**src/rtl/dhhc_pkg.sv**
```systemverilog
package dhhc_pkg;

  localparam int ADC_BITS = 10;
  localparam int TIME_W   = 32;
  localparam int TEMP_W   = 20;
  localparam int HYST_W   = 19;
  localparam int BAND_W   = 22;
  localparam int CFG_IDX_W = 3;

  // Full scale of the sensor in 1/1024 degree units and the offset at code zero.
  localparam int TEMP_SPAN   = 512000;
  localparam int TEMP_OFFSET = 51200;
  localparam int SPAN_W      = 19;
  localparam int PROD_W      = ADC_BITS + SPAN_W;

  localparam logic [CFG_IDX_W-1:0] REG_TARGET_TEMP = 3'd0;
  localparam logic [CFG_IDX_W-1:0] REG_HYSTERESIS  = 3'd1;
  localparam logic [CFG_IDX_W-1:0] REG_SAMPLE_MS   = 3'd2;
  localparam logic [CFG_IDX_W-1:0] REG_MAX_ON_MS   = 3'd3;
  localparam logic [CFG_IDX_W-1:0] REG_MIN_OFF_MS  = 3'd4;

  localparam logic CMD_RUN     = 1'b0;
  localparam logic CMD_DISABLE = 1'b1;

  typedef logic signed [TEMP_W-1:0] temp_t;
  typedef logic signed [BAND_W-1:0] band_t;

  typedef struct packed {
    band_t             hi;
    band_t             lo;
    logic [TIME_W-1:0] max_on;
    logic [TIME_W-1:0] min_off;
  } lane_cfg_t;

  typedef struct packed {
    logic  on;
    temp_t temp;
    logic  above_lo;
  } lane_res_t;

  function automatic temp_t adc_to_temp(input logic [ADC_BITS-1:0] raw);
    logic [PROD_W-1:0] prod;
    logic [PROD_W-1:0] scaled;
    prod   = {{SPAN_W{1'b0}}, raw} * PROD_W'(TEMP_SPAN);
    scaled = prod >> ADC_BITS;
    return $signed(scaled[TEMP_W-1:0]) - $signed(TEMP_W'(TEMP_OFFSET));
  endfunction

  function automatic band_t temp_ext(input temp_t t);
    return $signed({{(BAND_W-TEMP_W){t[TEMP_W-1]}}, t});
  endfunction

endpackage

```
**src/rtl/dhhc_lane.sv**
```systemverilog
module dhhc_lane (
  input  logic                                clk,
  input  logic                                rst_n,
  input  logic                                run,
  input  logic                                dis,
  input  logic                                sample,
  input  logic [dhhc_pkg::TIME_W-1:0]         now_ms,
  input  logic [dhhc_pkg::ADC_BITS-1:0]       adc,
  input  dhhc_pkg::lane_cfg_t                 cfg,
  output dhhc_pkg::lane_res_t                 res
);
  import dhhc_pkg::*;

  logic              on_r, on_nxt;
  temp_t             temp_r, temp_nxt;
  logic [TIME_W-1:0] on_since_r, on_since_nxt;
  logic [TIME_W-1:0] off_since_r, off_since_nxt;
  logic [TIME_W-1:0] on_elapsed, off_elapsed;
  band_t             temp_x;

  assign on_elapsed  = now_ms - on_since_r;
  assign off_elapsed = now_ms - off_since_r;
  assign temp_x      = temp_ext(temp_nxt);

  always_comb begin
    temp_nxt      = (run && sample) ? adc_to_temp(adc) : temp_r;
    on_nxt        = on_r;
    on_since_nxt  = on_since_r;
    off_since_nxt = off_since_r;
    if (dis) begin
      on_nxt        = 1'b0;
      off_since_nxt = now_ms;
    end else if (run) begin
      if (on_r) begin
        if (temp_x > cfg.hi || on_elapsed > cfg.max_on) begin
          on_nxt        = 1'b0;
          off_since_nxt = now_ms;
        end
      end else if (temp_x < cfg.lo && off_elapsed > cfg.min_off) begin
        on_nxt       = 1'b1;
        on_since_nxt = now_ms;
      end
    end
  end

  always_ff @(posedge clk) begin
    if (!rst_n) begin
      on_r        <= 1'b0;
      temp_r      <= '0;
      on_since_r  <= '0;
      off_since_r <= '0;
    end else if (run || dis) begin
      on_r        <= on_nxt;
      temp_r      <= temp_nxt;
      on_since_r  <= on_since_nxt;
      off_since_r <= off_since_nxt;
    end
  end

  assign res.on       = on_nxt;
  assign res.temp     = temp_nxt;
  assign res.above_lo = temp_x > cfg.lo;

endmodule

```
**src/rtl/dhhc_merge.sv**
```systemverilog
module dhhc_merge (
  input  logic                     clk,
  input  logic                     rst_n,
  input  logic                     load,
  input  dhhc_pkg::lane_res_t      funnel,
  input  dhhc_pkg::lane_res_t      pump,
  input  logic                     out_ready,
  output logic                     space,
  output logic                     out_valid,
  output logic                     out_heat_funnel,
  output logic                     out_heat_pump,
  output logic                     out_heat_sufficient,
  output dhhc_pkg::temp_t          out_funnel_temp_out,
  output dhhc_pkg::temp_t          out_pump_temp_out
);
  import dhhc_pkg::*;

  logic  valid_r;
  logic  heat_funnel_r, heat_pump_r, sufficient_r;
  temp_t funnel_temp_r, pump_temp_r;

  // A new result may load in the same cycle the waiting one is transferred.
  assign space = !valid_r || out_ready;

  always_ff @(posedge clk) begin
    if (!rst_n) begin
      valid_r <= 1'b0;
    end else if (load) begin
      valid_r <= 1'b1;
    end else if (out_ready) begin
      valid_r <= 1'b0;
    end
  end

  always_ff @(posedge clk) begin
    if (load) begin
      heat_funnel_r <= funnel.on;
      heat_pump_r   <= pump.on;
      sufficient_r  <= funnel.above_lo && pump.above_lo;
      funnel_temp_r <= funnel.temp;
      pump_temp_r   <= pump.temp;
    end
  end

  assign out_valid           = valid_r;
  assign out_heat_funnel     = heat_funnel_r;
  assign out_heat_pump       = heat_pump_r;
  assign out_heat_sufficient = sufficient_r;
  assign out_funnel_temp_out = funnel_temp_r;
  assign out_pump_temp_out   = pump_temp_r;

endmodule

```
**src/rtl/dual_heater_hysteresis_control.sv**
```systemverilog
// Two-heater hysteresis thermostat. Every accepted item produces exactly one
// result, and the block accepts one item per clock cycle unless the output
// stalls: each item updates the shared sample timer and both heater lanes in
// the cycle it is transferred, and its result is in the output register in the
// next cycle. That single state update per item, with the 32-bit elapsed-time
// compares and the temperature band compares in the same cycle, sets the rate.
// Configuration writes take effect on the next item; cfg_ready is always high.
module dual_heater_hysteresis_control (
  input  logic                               clk,
  input  logic                               rst_n,
  input  logic                               cfg_valid,
  output logic                               cfg_ready,
  input  logic [dhhc_pkg::CFG_IDX_W-1:0]     cfg_index,
  input  logic [dhhc_pkg::TIME_W-1:0]        cfg_data,
  input  logic                               in_valid,
  output logic                               in_ready,
  input  logic                               in_cmd,
  input  logic [dhhc_pkg::TIME_W-1:0]        in_now_ms,
  input  logic [dhhc_pkg::ADC_BITS-1:0]      in_adc_funnel,
  input  logic [dhhc_pkg::ADC_BITS-1:0]      in_adc_pump,
  output logic                               out_valid,
  input  logic                               out_ready,
  output logic                               out_heat_funnel,
  output logic                               out_heat_pump,
  output logic                               out_heat_sufficient,
  output dhhc_pkg::temp_t                    out_funnel_temp_out,
  output dhhc_pkg::temp_t                    out_pump_temp_out
);
  import dhhc_pkg::*;

  temp_t              target_r;
  logic [HYST_W-1:0]  hyst_r;
  logic [TIME_W-1:0]  sample_ms_r;
  logic [TIME_W-1:0]  max_on_r;
  logic [TIME_W-1:0]  min_off_r;
  logic [TIME_W-1:0]  last_sample_r, last_sample_nxt;

  logic               accept, run, dis, sample, space;
  logic [TIME_W-1:0]  elapsed;
  band_t              hyst_x;
  lane_cfg_t          lane_cfg;
  lane_res_t          funnel_res, pump_res;

  assign cfg_ready = 1'b1;

  always_ff @(posedge clk) begin
    if (!rst_n) begin
      target_r    <= '0;
      hyst_r      <= '0;
      sample_ms_r <= TIME_W'(1000);
      max_on_r    <= TIME_W'(60000);
      min_off_r   <= TIME_W'(10000);
    end else if (cfg_valid) begin
      unique case (cfg_index)
        REG_TARGET_TEMP: target_r    <= $signed(cfg_data[TEMP_W-1:0]);
        REG_HYSTERESIS:  hyst_r      <= cfg_data[HYST_W-1:0];
        REG_SAMPLE_MS:   sample_ms_r <= cfg_data;
        REG_MAX_ON_MS:   max_on_r    <= cfg_data;
        REG_MIN_OFF_MS:  min_off_r   <= cfg_data;
        default: ;
      endcase
    end
  end

  assign hyst_x           = $signed({{(BAND_W-HYST_W){1'b0}}, hyst_r});
  assign lane_cfg.hi      = temp_ext(target_r) + hyst_x;
  assign lane_cfg.lo      = temp_ext(target_r) - hyst_x;
  assign lane_cfg.max_on  = max_on_r;
  assign lane_cfg.min_off = min_off_r;

  assign in_ready = space;
  assign accept   = in_valid && space;
  assign run      = accept && (in_cmd == CMD_RUN);
  assign dis      = accept && (in_cmd == CMD_DISABLE);
  assign elapsed  = in_now_ms - last_sample_r;
  assign sample   = elapsed >= sample_ms_r;

  assign last_sample_nxt = (run && sample) ? in_now_ms : last_sample_r;

  always_ff @(posedge clk) begin
    if (!rst_n) begin
      last_sample_r <= '0;
    end else begin
      last_sample_r <= last_sample_nxt;
    end
  end

  dhhc_lane u_funnel (
    .clk    (clk),
    .rst_n  (rst_n),
    .run    (run),
    .dis    (dis),
    .sample (sample),
    .now_ms (in_now_ms),
    .adc    (in_adc_funnel),
    .cfg    (lane_cfg),
    .res    (funnel_res)
  );

  dhhc_lane u_pump (
    .clk    (clk),
    .rst_n  (rst_n),
    .run    (run),
    .dis    (dis),
    .sample (sample),
    .now_ms (in_now_ms),
    .adc    (in_adc_pump),
    .cfg    (lane_cfg),
    .res    (pump_res)
  );

  dhhc_merge u_merge (
    .clk                 (clk),
    .rst_n               (rst_n),
    .load                (accept),
    .funnel              (funnel_res),
    .pump                (pump_res),
    .out_ready           (out_ready),
    .space               (space),
    .out_valid           (out_valid),
    .out_heat_funnel     (out_heat_funnel),
    .out_heat_pump       (out_heat_pump),
    .out_heat_sufficient (out_heat_sufficient),
    .out_funnel_temp_out (out_funnel_temp_out),
    .out_pump_temp_out   (out_pump_temp_out)
  );

  a_disable_off: assert property (@(posedge clk) disable iff (!rst_n)
    dis |=> (out_valid && !out_heat_funnel && !out_heat_pump))
    else $error("disable transfer did not turn both heaters off");

  a_sample_temp: assert property (@(posedge clk) disable iff (!rst_n)
    (run && sample) |=> (out_funnel_temp_out == adc_to_temp($past(in_adc_funnel))
                         && out_pump_temp_out == adc_to_temp($past(in_adc_pump))))
    else $error("sampled temperatures not reported");

  a_timer_hold: assert property (@(posedge clk) disable iff (!rst_n)
    !run |=> $stable(last_sample_r))
    else $error("sample timer moved without a run transfer");

endmodule

```
**config.mk**
```make
export PLATFORM = sky130hd
export DESIGN_NAME = dual_heater_hysteresis_control
export DESIGN_NICKNAME = d
export VERILOG_FILES = /design/src/rtl/dhhc_pkg.sv /design/src/rtl/dhhc_lane.sv /design/src/rtl/dhhc_merge.sv /design/src/rtl/dual_heater_hysteresis_control.sv
export SDC_FILE = /design/constraint.sdc
export NUM_CORES = 2
export LEC_CHECK = 0
export CAP_MARGIN = 20
export CELL_PAD_IN_SITES_DETAIL_PLACEMENT = 0
export CELL_PAD_IN_SITES_GLOBAL_PLACEMENT = 2
export CORE_ASPECT_RATIO = 0.7
export CORE_UTILIZATION = 35
export CTS_BUF_LIST = sky130_fd_sc_hd__clkbuf_4 sky130_fd_sc_hd__clkbuf_8
export DETAILED_ROUTE_END_ITERATION = 8
export DONT_BUFFER_PORTS = 1
export GPL_TIMING_DRIVEN = 0
export PLACE_DENSITY_LB_ADDON = 0.3
export RECOVER_POWER = 50
export SLEW_MARGIN = 5
export SYNTH_ARGS = -nofsm -noshare
export SYNTH_HDL_FRONTEND = slang
export SYNTH_SLANG_ARGS = --single-unit
```
**constraint.sdc**
```tcl
create_clock -name clk -period 15.3 [get_ports clk]
set_clock_uncertainty 0.2 [all_clocks]
set_input_delay 2.295 -clock clk [delete_from_list [all_inputs] [get_ports clk]]
set_output_delay 2.295 -clock clk [all_outputs]
set_load 0.01 [all_outputs]
```
==> impl_metrics.py <==
metrics = {
    "layout": {
        "final_common_cell": "nand2_1",
        "multi_input_area_um2": 22300,
        "nFillCells": 9685,
        "nets": 4720,
        "finalInstanceArea_um2": 35670,
        "utilization_pct": 38.80,
        "drive_gt1_share_pct": 4.106,
        "final_cell_mix": "nand2_1 (564), ha_1 (519), inv_1 (445)",
        "regArea_um2": 8058,
        "synthToLayoutAreaGrowth_pct": 9.744,
    },
    "detailed_routing": {
        "dr.pass1.iters": 7,
        "vias": 27660,
        "wire_per_inst_um": 20.67,
        "dr.first_iter.drc_count": 2008,
        "drtAntennaViolNets": 0,
        "wl_mm": 110.2,
        "via_per_inst": 5.191,
        "route.detailed.drc": 0,
    },
    "sta": {
        "finalCriticalPeriod_ps": 13450,
        "period_share_pct": 87.89,
        "final-hold-violation-count": 0,
        "finalSetupViolCount": 0,
        "tns_ps": 0,
        "max-slew-margin-rel_pct": -64.12,
        "rsz0062_at_grt": "false",
        "fmax_mhz": 74.36,
        "slew_viol_final": 53,
        "worstMarginPinSlew_ps": 2462,
    },
    "cts": {
        "clock-root-buffer": "clkbuf_8",
        "clkSinkCount": 381,
        "cts_buffer_depth": 3,
        "clk_pin_slew_ps": 60,
        "cts_htree_levels": 3,
        "postCtsSetupRepairBufs": 0,
        "cts_buffers": 69,
        "insertion_delay_ps": 700,
        "ctsResizeCount": 0,
        "holdBufCountCts": 0,
        "cts_tree": "yes",
    },
    "placement": {
        "dp_hpwl_mm": 91.61,
        "portBuffers": 0,
        "placed_area_um2": 34100,
        "gp_congestion": 0.9072,
    },
    "setup_path": {
        "crit_fanout": 10,
        "cp_top_family": "compound AO/OA/AOI/OAI gates",
        "required_ps": 15710,
        "critPathBufInv": 5,
        "crit_path_max_incr_delay_ps": 1430,
        "cp-end-kind": "register",
        "cp_data_arrival_time_ps": 13860,
        "slowest_stage": "nor3_1",
        "critical_path_class": "input pin to register",
        "worstSetupStartpointType": "input pin",
        "crit_top_cell": "o21ai_0",
    },
    "floorplan": {
        "core.rowCount": 93,
        "dieArea_um2": 94100,
        "start_util_pct": 35.35,
        "core_area_um2": 91930,
        "fp.dieH_um": 257.0,
        "ios": 139,
        "die_w_um": 366.2,
    },
    "job": {
        "cap_violations": 2,
    },
    "synth": {
        "avgSynthCellArea_um2": 8.197,
        "synth_area_leaders": "dfxtp_1 (21%), ha_1 (20%), nand2_1 (6.5%)",
        "synthesis.area_um2": 32500,
        "async_flop_share_pct": 0,
        "synth_top_area_share_pct": 20.82,
        "ys_seq_area_share_pct": 24.79,
        "synthDistinctLibCells": 87,
        "synth_warnings": 0,
        "synth_edf_count": 43,
        "synth-seq-cells": 381,
        "synth_ff_type": "dfxtp_1",
        "synth_top_area_cell": "dfxtp_1",
        "synthesis.instances": 3965,
        "syn-num-nets": 4644,
    },
    "hold_path": {
        "hold_path.class": "register to register",
    },
    "run_status": {
        "outcome": "finished with violations",
        "violations": "max-capacitance violations, max-slew violations",
    },
    "global_routing": {
        "grt_pass1_vias": 25660,
        "grt.total_usage_pct": 23.11,
        "grt_max_degree": 42,
        "grt_overflow_total": 0,
        "antenna_found_initial": 3,
        "grt_pass1_wl_mm": 164.8,
    },
    "pwr": {
        "powerDensity_nw_per_um2": 131.8,
        "ir_drop_uv": 104.5,
        "power.leakage_nw": 15.42,
    },
}
routing by layer:
metal | vias up | part of all wire [%] | global-route usage, % | routed length, µm
met3 | 105 | 7.2 | 5.360 | 7985
met1 | 12940 | 56 | 38.11 | 61300
met5 | - | 0 | 0 | 0
met4 | 0 | 1.5 | 4.161 | 1655
met2 | 689 | 36 | 29.05 | 39210
li1 | 13930 | - | - | -
registers in the layout, summed over array words and instances, names as in the netlist:
register,cells
sample_ms_r,32
u_pump.on_r,1
u_pump.temp_r,20
max_on_r,32
u_merge.out_heat_funnel,1
u_merge.out_funnel_temp_out,20
u_funnel.on_since_r,32
u_funnel.off_since_r,32
u_merge.out_heat_pump,1
min_off_r,32
u_merge.out_valid,1
u_funnel.on_r,1
hyst_r,19
u_pump.on_since_r,32
u_merge.out_heat_sufficient,1
u_funnel.temp_r,20
target_r,20
last_sample_r,32
u_merge.out_pump_temp_out,20
u_pump.off_since_r,32
cell usage after synthesis, drive strengths merged (27+ instances only):
cell	instances
nand2	564
ha	519
inv	445
a21oi	359
dfxtp	338
nor2	203
mux2i	162
o21ai	149
xnor2	135
a21o	120
clkbuf	87
fa	67
nand4	58
xor2	58
nor3	56
o21a	53
and2	52
edfxtp	43
nor2b	43
o211ai	43
a211oi	38
nand3	38
nand2b	37
o21bai	33
and3	27
worst paths after layout:
path / slack (ps) / cells after the start / end / from
min: 260 / 2 / max_on_r[1] / max_on_r[1]
max: 1850 / 33 / u_funnel.on_since_r[5] / in_now_ms[0]
min reg2reg: 260 / 2 / max_on_r[1] / max_on_r[1]
max reg2reg: 3150 / 33 / u_funnel.on_since_r[5] / last_sample_r[1]
cell type report:
| type | instances | share of cell area (%) |
|---|---|---|
| Antenna cell | 2 | 0.01403 |
| Buffer | 112 | 1.323 |
| Clock buffer | 101 | 3.599 |
| Clock inverter | 21 | 0.8104 |
| Inverter | 446 | 4.694 |
| Multi-Input combinational cell | 3026 | 62.51 |
| Sequential cell | 381 | 22.59 |
| Tap cell | 1235 | 4.332 |
| Timing Repair Buffer | 5 | 0.1228 |
worst reg2reg max path: cells and delay by family, from the launching register on:
family,cells,cell delay (ps)
AOI/OAI and AO/OA,13,3890
xor gates and xnor gates,1,210
adders and majority gates,3,860
buffers and inverters,5,2160
DFF,1,320
muxes,2,900
and+or+nand+nor,9,3530
power by group:
group | internal (mW) | total, mW | switching, mW
Combinational | 0.925 | 2.40 | 1.47
Sequential | 1.10 | 1.15 | 0.0470
Clock | 0.658 | 1.15 | 0.495
Total | 2.69 | 4.70 | 2.01
logic make-up after synthesis:
logic type                 share of synthesized area (%)
AOI/OAI and AO/OA                                  18.01
xor gates and xnor gates                           5.259
adders and majority gates                          24.11
buffers and inverters                              6.610
DFF                                                24.79
muxes                                              5.059
other                                            0.01154
and+or+nand+nor                                    16.15
stage by stage:
stage,instances,power [mW],worst slack [ps],hold slack [ps]
CTS,5326,4.692,2655,256.0
detailed placement,5204,3.509,1983,246.4
global placement,5200,3.513,1491,243.1
floorplan,3965,2.854,6081,234.7
finish,5329,4.700,1853,255.6
global route,5328,5.049,1207,269.6
(Power assumes the default switching activity.)
